$ cat src/rtl/core/spq_pkg.sv
// ----------------------------------------------------------------------------
// Stable priority queue package
// Shared beat types, operation and status codes, and parameter defaults.
// ----------------------------------------------------------------------------
package spq_pkg;

    localparam int DEPTH_DEF     = 16;
    localparam int ID_BITS_DEF   = 16;
    localparam int PRIO_BITS_DEF = 3;

    localparam logic [1:0] KIND_INSERT = 2'd0;
    localparam logic [1:0] KIND_SERVE  = 2'd1;
    localparam logic [1:0] KIND_FIND   = 2'd2;

    localparam logic [1:0] ST_OK       = 2'd0;
    localparam logic [1:0] ST_FULL     = 2'd1;
    localparam logic [1:0] ST_EMPTY    = 2'd2;
    localparam logic [1:0] ST_NOTFOUND = 2'd3;

    typedef struct packed {
        logic [1:0]  kind;
        logic [15:0] item_id;
        logic [2:0]  priority_req;
    } in_item_t;

    typedef struct packed {
        logic [1:0]  status;
        logic [15:0] out_id;
        logic [2:0]  out_priority;
        logic [3:0]  position;
        logic [4:0]  occupancy;
        logic        empty_res;
    } res_item_t;

endpackage

$ cat src/rtl/core/spq_mem.sv
// ----------------------------------------------------------------------------
// Stable priority queue slot memory
// One write port and one read port with registered read data.
// ----------------------------------------------------------------------------
module spq_mem #(
    parameter int DEPTH  = 16,
    parameter int WIDTH  = 19,
    parameter int IDX_W  = 4
) (
    input  logic             clk,
    input  logic             wr_en,
    input  logic [IDX_W-1:0] wr_addr,
    input  logic [WIDTH-1:0] wr_data,
    input  logic             rd_en,
    input  logic [IDX_W-1:0] rd_addr,
    output logic [WIDTH-1:0] rd_data
);

    logic [WIDTH-1:0] mem [DEPTH];
    logic [WIDTH-1:0] rd_data_reg;

    always_ff @(posedge clk)
    begin
        if (wr_en)
        begin
            mem[wr_addr] <= wr_data;
        end
    end

    always_ff @(posedge clk)
    begin
        if (rd_en)
        begin
            rd_data_reg <= mem[rd_addr];
        end
    end

    assign rd_data = rd_data_reg;

endmodule

$ cat src/rtl/core/spq_ctrl.sv
// ----------------------------------------------------------------------------
// Stable priority queue sequencer
// Walks the circular slot memory one entry per step for insert, serve and
// find, using one shared address unit, a priority compare and an id compare.
// ----------------------------------------------------------------------------
module spq_ctrl #(
    parameter int DEPTH     = 16,
    parameter int ID_BITS   = 16,
    parameter int PRIO_BITS = 3
) (
    input  logic              clk,
    input  logic              rst_n,
    input  logic              start,
    input  spq_pkg::in_item_t item,
    output logic              idle,
    input  logic              res_ready,
    output logic              done,
    output spq_pkg::res_item_t result
);
    import spq_pkg::*;

    localparam int IDX_W = (DEPTH > 1) ? $clog2(DEPTH) : 1;
    localparam int CNT_W = $clog2(DEPTH + 1);
    localparam int SUM_W = CNT_W + 1;
    localparam int ENT_W = ID_BITS + PRIO_BITS;

    localparam logic [2:0] S_IDLE = 3'd0;
    localparam logic [2:0] S_DISP = 3'd1;
    localparam logic [2:0] S_STEP = 3'd2;
    localparam logic [2:0] S_CMP  = 3'd3;
    localparam logic [2:0] S_DONE = 3'd4;

    logic [2:0]           state_reg, state_next;
    logic [IDX_W-1:0]     head_reg, head_next;
    logic [CNT_W-1:0]     count_reg, count_next;
    logic [CNT_W-1:0]     scan_reg, scan_next;
    logic [1:0]           kind_reg;
    logic [ID_BITS-1:0]   id_reg;
    logic [PRIO_BITS-1:0] prio_reg;
    logic [1:0]           res_status_reg, res_status_next;
    logic [ID_BITS-1:0]   res_id_reg, res_id_next;
    logic [PRIO_BITS-1:0] res_prio_reg, res_prio_next;
    logic [CNT_W-1:0]     res_pos_reg, res_pos_next;

    logic [CNT_W-1:0]     logical;
    logic [SUM_W-1:0]     addr_sum;
    logic [IDX_W-1:0]     phys;
    logic                 wr_en;
    logic                 rd_en;
    logic [ENT_W-1:0]     wr_data;
    logic [ENT_W-1:0]     rd_data;
    logic [ID_BITS-1:0]   rd_id;
    logic [PRIO_BITS-1:0] rd_prio;

    assign rd_id   = rd_data[ENT_W-1:PRIO_BITS];
    assign rd_prio = rd_data[PRIO_BITS-1:0];

    // Shared address unit: logical slot to physical memory index.
    always_comb
    begin
        if (state_reg == S_STEP && kind_reg == KIND_INSERT && scan_reg != '0)
        begin
            logical = scan_reg - CNT_W'(1);
        end
        else
        begin
            logical = scan_reg;
        end
        addr_sum = SUM_W'(head_reg) + SUM_W'(logical);
        if (addr_sum >= SUM_W'(DEPTH))
        begin
            phys = IDX_W'(addr_sum - SUM_W'(DEPTH));
        end
        else
        begin
            phys = IDX_W'(addr_sum);
        end
    end

    spq_mem #(
        .DEPTH (DEPTH),
        .WIDTH (ENT_W),
        .IDX_W (IDX_W)
    ) u_mem (
        .clk     (clk),
        .wr_en   (wr_en),
        .wr_addr (phys),
        .wr_data (wr_data),
        .rd_en   (rd_en),
        .rd_addr (phys),
        .rd_data (rd_data)
    );

    always_comb
    begin
        state_next      = state_reg;
        head_next       = head_reg;
        count_next      = count_reg;
        scan_next       = scan_reg;
        res_status_next = res_status_reg;
        res_id_next     = res_id_reg;
        res_prio_next   = res_prio_reg;
        res_pos_next    = res_pos_reg;
        wr_en           = 1'b0;
        rd_en           = 1'b0;
        wr_data         = {id_reg, prio_reg};
        done            = 1'b0;

        unique case (state_reg)
            S_IDLE:
            begin
                if (start)
                begin
                    state_next = S_DISP;
                end
            end
            S_DISP:
            begin
                res_status_next = ST_OK;
                res_id_next     = '0;
                res_prio_next   = '0;
                res_pos_next    = '0;
                scan_next       = '0;
                unique case (kind_reg)
                    KIND_INSERT:
                    begin
                        if (count_reg == CNT_W'(DEPTH))
                        begin
                            res_status_next = ST_FULL;
                            state_next      = S_DONE;
                        end
                        else
                        begin
                            scan_next  = count_reg;
                            state_next = S_STEP;
                        end
                    end
                    KIND_SERVE:
                    begin
                        if (count_reg == '0)
                        begin
                            res_status_next = ST_EMPTY;
                            state_next      = S_DONE;
                        end
                        else
                        begin
                            state_next = S_STEP;
                        end
                    end
                    KIND_FIND:
                    begin
                        state_next = S_STEP;
                    end
                    default:
                    begin
                        state_next = S_DONE;
                    end
                endcase
            end
            S_STEP:
            begin
                if (kind_reg == KIND_INSERT && scan_reg == '0)
                begin
                    wr_en      = 1'b1;
                    count_next = count_reg + CNT_W'(1);
                    state_next = S_DONE;
                end
                else if (kind_reg == KIND_FIND && scan_reg == count_reg)
                begin
                    res_status_next = ST_NOTFOUND;
                    state_next      = S_DONE;
                end
                else
                begin
                    rd_en      = 1'b1;
                    state_next = S_CMP;
                end
            end
            S_CMP:
            begin
                if (kind_reg == KIND_INSERT)
                begin
                    wr_en = 1'b1;
                    if (rd_prio > prio_reg)
                    begin
                        wr_data    = rd_data;
                        scan_next  = scan_reg - CNT_W'(1);
                        state_next = S_STEP;
                    end
                    else
                    begin
                        count_next = count_reg + CNT_W'(1);
                        state_next = S_DONE;
                    end
                end
                else if (kind_reg == KIND_SERVE)
                begin
                    res_id_next   = rd_id;
                    res_prio_next = rd_prio;
                    count_next    = count_reg - CNT_W'(1);
                    if (head_reg == IDX_W'(DEPTH - 1))
                    begin
                        head_next = '0;
                    end
                    else
                    begin
                        head_next = head_reg + IDX_W'(1);
                    end
                    state_next = S_DONE;
                end
                else
                begin
                    if (rd_id == id_reg)
                    begin
                        res_id_next   = rd_id;
                        res_prio_next = rd_prio;
                        res_pos_next  = scan_reg;
                        state_next    = S_DONE;
                    end
                    else
                    begin
                        scan_next  = scan_reg + CNT_W'(1);
                        state_next = S_STEP;
                    end
                end
            end
            S_DONE:
            begin
                if (res_ready)
                begin
                    done       = 1'b1;
                    state_next = S_IDLE;
                end
            end
            default:
            begin
                state_next = S_IDLE;
            end
        endcase
    end

    always_ff @(posedge clk or negedge rst_n)
    begin
        if (!rst_n)
        begin
            state_reg <= S_IDLE;
            head_reg  <= '0;
            count_reg <= '0;
        end
        else
        begin
            state_reg <= state_next;
            head_reg  <= head_next;
            count_reg <= count_next;
        end
    end

    always_ff @(posedge clk)
    begin
        if (start && state_reg == S_IDLE)
        begin
            kind_reg <= item.kind;
            id_reg   <= ID_BITS'(item.item_id);
            prio_reg <= PRIO_BITS'(item.priority_req);
        end
        scan_reg       <= scan_next;
        res_status_reg <= res_status_next;
        res_id_reg     <= res_id_next;
        res_prio_reg   <= res_prio_next;
        res_pos_reg    <= res_pos_next;
    end

    assign idle = (state_reg == S_IDLE);

    always_comb
    begin
        result.status       = res_status_reg;
        result.out_id       = 16'(res_id_reg);
        result.out_priority = 3'(res_prio_reg);
        result.position     = 4'(res_pos_reg);
        result.occupancy    = 5'(count_reg);
        result.empty_res    = (count_reg == '0);
    end

endmodule

$ cat src/rtl/core/stable_priority_queue_top.sv
// ----------------------------------------------------------------------------
// Stable priority queue top level
// Throughput: one operation at a time; the next beat can be taken in the same
// cycle that the result is presented, and a stalled result holds the sequencer.
// Reset clears the queue to empty; slot contents stay undefined until written.
// ----------------------------------------------------------------------------
module stable_priority_queue_top #(
    parameter int DEPTH     = spq_pkg::DEPTH_DEF,
    parameter int ID_BITS   = spq_pkg::ID_BITS_DEF,
    parameter int PRIO_BITS = spq_pkg::PRIO_BITS_DEF
) (
    input  logic               clk,
    input  logic               rst_n,
    input  logic               in_valid,
    output logic               in_stall,
    input  spq_pkg::in_item_t  in_data,
    output logic               out_valid,
    input  logic               out_stall,
    output spq_pkg::res_item_t out_data
);
    import spq_pkg::*;

    logic      ctrl_idle;
    logic      ctrl_done;
    logic      res_ready;
    logic      in_fire;
    res_item_t ctrl_result;
    logic      out_valid_reg, out_valid_next;
    res_item_t out_data_reg;

    assign in_stall  = !ctrl_idle;
    assign in_fire   = in_valid && !in_stall;
    assign res_ready = !out_valid_reg || !out_stall;

    spq_ctrl #(
        .DEPTH     (DEPTH),
        .ID_BITS   (ID_BITS),
        .PRIO_BITS (PRIO_BITS)
    ) u_ctrl (
        .clk       (clk),
        .rst_n     (rst_n),
        .start     (in_fire),
        .item      (in_data),
        .idle      (ctrl_idle),
        .res_ready (res_ready),
        .done      (ctrl_done),
        .result    (ctrl_result)
    );

    always_comb
    begin
        out_valid_next = out_valid_reg;
        if (ctrl_done)
        begin
            out_valid_next = 1'b1;
        end
        else if (out_valid_reg && !out_stall)
        begin
            out_valid_next = 1'b0;
        end
    end

    always_ff @(posedge clk or negedge rst_n)
    begin
        if (!rst_n)
        begin
            out_valid_reg <= 1'b0;
        end
        else
        begin
            out_valid_reg <= out_valid_next;
        end
    end

    always_ff @(posedge clk)
    begin
        if (ctrl_done)
        begin
            out_data_reg <= ctrl_result;
        end
    end

    assign out_valid = out_valid_reg;
    assign out_data  = out_data_reg;

    a_busy_after_accept: assert property (@(posedge clk) disable iff (!rst_n)
        in_fire |=> in_stall)
        else $error("sequencer ready right after taking a beat");

    a_empty_status: assert property (@(posedge clk) disable iff (!rst_n)
        out_valid && out_data.status == ST_EMPTY |-> out_data.empty_res)
        else $error("empty status reported on a nonempty queue");

    a_full_status: assert property (@(posedge clk) disable iff (!rst_n)
        out_valid && out_data.status == ST_FULL |-> !out_data.empty_res)
        else $error("full status reported on an empty queue");

    a_fail_fields: assert property (@(posedge clk) disable iff (!rst_n)
        out_valid && out_data.status != ST_OK
        |-> out_data.out_id == '0 && out_data.position == '0)
        else $error("failed operation carries entry data");

endmodule

$ cat config.mk
export PLATFORM = sky130hd
export DESIGN_NAME = stable_priority_queue_top
export DESIGN_NICKNAME = d
export VERILOG_FILES = /design/src/rtl/core/spq_pkg.sv /design/src/rtl/core/spq_mem.sv /design/src/rtl/core/spq_ctrl.sv /design/src/rtl/core/stable_priority_queue_top.sv
export SDC_FILE = /design/constraint.sdc
export NUM_CORES = 1
export LEC_CHECK = 0
export ABC_AREA = 1
export ABC_CLOCK_PERIOD_IN_PS = 4700
export BUFFER_PORTS_ARGS = -buffer_cell sky130_fd_sc_hd__buf_2
export CORE_MARGIN = 3
export CORE_UTILIZATION = 50
export DETAILED_ROUTE_END_ITERATION = 7
export PLACE_DENSITY = 0.7
export SETUP_SLACK_MARGIN = 0.1
export SYNTH_ARGS = -nofsm -noshare
export SYNTH_HDL_FRONTEND = slang
export SYNTH_SLANG_ARGS = --single-unit
export TNS_END_PERCENT = 5
$ cat constraint.sdc
create_clock -name clk -period 4.7 [get_ports clk]
set_clock_uncertainty 0.1 [all_clocks]
set_input_delay 0.94 -clock clk [delete_from_list [all_inputs] [get_ports clk]]
set_output_delay 0.94 -clock clk [all_outputs]
set_load 0.03 [all_outputs]
==> run metrics <==
Slowest-stage cell, CP=edfxtp_1; Final GP Congestion=0.903; YS warnings=0; clock buffer depth=3; Area Growth Syn to Fin=14.7%; final hold vios=0; Via density=5.43; clock root buffer=clkbuf_16; Setup Fix Bufs, Post-CTS=0; drt drc=0; Post-Syn Nets=between 1,000 and 1,500; fin util=59.1%; Tcrit/Tclk final=86.7%; clock sink count=between 400 and 500; final setup TNS=0 ps; max incr delay on CP=450 ps; Clock Latency Late Sink=550 ps; RSZ-0062 raised after global routing=no; n_diodes=0; Setup WS post-layout=625 ps; Nets=between 1,500 and 2,000; IO buf count=57; synthesized flop and latch total=418; placed cells=1,939; layout cells sized above 1=14.3%; minimum clock period=4070 ps; clk slew on worst S/H paths=60 ps; DRT Pass-1 Iters=6; Routed WL per cell=19.5 um; IO Pins=58; worst hold path type=input port to asynchronous set/reset pin; crit path cell chain=nor2_2 -> inv_2 -> nor2_4 -> o21ai_4 -> o21ai_0 -> ha_1 -> a21oi_1 -> nand2_1 -> xor2_1 -> nand3_2 -> nand2_2 -> buf_4 -> nand2_4 -> nor2_2 -> buf_4; mapped cell area=roughly 0.017 mm^2; WHS=between 200 and 250 ps; Design Power=15.0 mW; syn avg cell area=11.9 um^2; crit start category=flop; Seq/Total Area, Yosys=73.4%; die area=0.0363 mm^2; First DRT Iteration DRCs=1,118; max_cap viols=0; Total Routing Usage GR=22.2%; post-DP HPWL=24.6 mm; Die Height=190 um; number of flip-flops in the largest register=304; Setup CP Type=flop to flop; Netlist cell types=32; TritonCTS Buffers=43; CTS Hold Buffers Added=0; Core Box Area=0.0330 mm^2; Routed WL=39.3 mm; Peak supply drop=about 570 uV; Layout Cell Area excl Fill=0.0195 mm^2; H-tree levels=2; CP endpoint kind=flop; FF-to-FF setup slack=about 630 ps; final cell count without fillers=2,015; number of global-route vias before repair=10,920; Leak=7.37 nW; via count of the routed design=10,939; reg-to-reg endpoint=u_ctrl.u_mem.mem[6][9]; Routed Antenna Nets=0; max-slew violations=0; Place WS=644 ps; Setup crit start=u_ctrl.kind_reg[1]; placed inst area=roughly 0.018 mm^2; crit path max fanout=20; Final Setup Violations=0; Reg2Reg Depth=15; power per cell area=770 mW/mm^2; first-pass GRT wire length=~62 mm; Max Clk Rate=0.245 GHz; slew margin rel.=a little over a fifth; TritonCTS clock tree=built; largest net degree at the start of global routing=53; Initial Utilization=51.5%; initial antenna violation count=0; RR Startpoint=u_ctrl.kind_reg[1]; critical path data arrival time=4200 ps; post-CTS resize count=0; Cell Rows=66; status=completed; CP required=4820 ps; Remaining Overflow, GRT=0; die width=between 150 and 200 um; worst slew pin tran=1180 ps; post-synthesis cell count=about 1,400
==> cell usage in the layout (no fill, tap or decap), drive strengths merged <==
cell type  netlist  layout
nand2          575     575
nor3             3       3
inv             77      77
ha              14      14
o21ai           23      23
dfrtp           13      13
buf             33     119
edfxtp         405     405
clkinv           0      20
or2              2       2
clkinvlp         0       1
xor2            13      13
o211ai           3       3
o221ai           2       2
nand3           45      45
o31ai            3       3
a21oi           25      25
bufinv           0       4
nand4           78      78
xnor2            2       2
o21a             1       1
fa               1       1
clkbuf          22      51
nor2            93      93
==> worst max path at each step <==
stage	to	slack [ps]	cells past startpoint
after global routing	u_ctrl.u_mem.mem[6][9]	290	15
after global placement	u_ctrl.u_mem.mem[6][12]	750	16
final	u_ctrl.u_mem.mem[6][9]	630	15
after detailed placement	u_ctrl.u_mem.mem[6][12]	640	15
after CTS	u_ctrl.u_mem.mem[6][12]	650	15
after floorplan	u_ctrl.u_mem.mem[12][0]	700	14
==> where the power goes <==
group	total, mW	switching, mW	internal (mW)	leakage (nW)
combinational	6.65	4.78	1.87	2.86
sequential	5.13	0.252	4.88	3.85
clock	3.26	1.36	1.90	0.657
==> metal layers <==
metal | part of all wire (%) | wire, um | track usage [%] | vias up
met4 | 2.8 | 1100 | 6.89 | 0
li1 | - | - | - | 5136
met3 | 8.2 | 3220 | 3.75 | 74
met1 | 42 | 16500 | 30.9 | 5222
met2 | 47 | 18500 | 36.1 | 507
met5 | 0 | 0 | 0 | -
==> critical path: cells and delay by family, from the launching register on <==
kind,cells,cell delay (ps)
DFF,1,450
xor gates and xnor gates,1,200
and+or+nand+nor,7,1370
buffers and inverters,3,780
adders and majority gates,1,350
AOI/OAI and AO/OA,3,510
==> cell families after synthesis <==
family	count (synthesis)	share of synthesized area [%]
xor+xnor	15	0.772
flops	418	73.4
fa+ha+maj	15	1.15
simple gates	796	19.6
compound gates	57	1.89
buf+inv	132	3.25
==> Yosys cell counts <==
cell	instances	area share (%)
o221ai_1	2	0.10
inv_2	5	0.11
nand2_4	1	0.066
nand2_2	6	0.22
buf_1	3	0.066
ha_1	14	1.0
nand3_2	4	0.24
nor3_1	2	0.059
o21ai_4	1	0.096
inv_1	72	1.6
xnor2_1	2	0.10
xor2_1	13	0.67
buf_4	3	0.13
buf_6	2	0.13
o21a_1	1	0.044
edfxtp_1	405	71
nor2_1	81	1.8
nor2_4	1	0.066
nand2_1	568	13
clkbuf_1	22	0.49
o211ai_1	3	0.13
fa_1	1	0.12
or2_2	2	0.074
o21ai_0	22	0.65
o31ai_1	3	0.13
buf_2	25	0.74
dfrtp_1	13	1.9
nor2_2	11	0.40
nor3_2	1	0.059
nand4_1	78	2.9
nand3_1	41	1.2
a21oi_1	25	0.74
==> cell type report <==
class,instances,area (um^2)
fill,2581,13500
sequential,418,12500
multi-input combinational,883,4050
clock buffer,51,1110
timing repair buffer,119,801
tap,442,553
inverter,77,289
clock inverter,25,241
(Power assumes the default switching activity.)
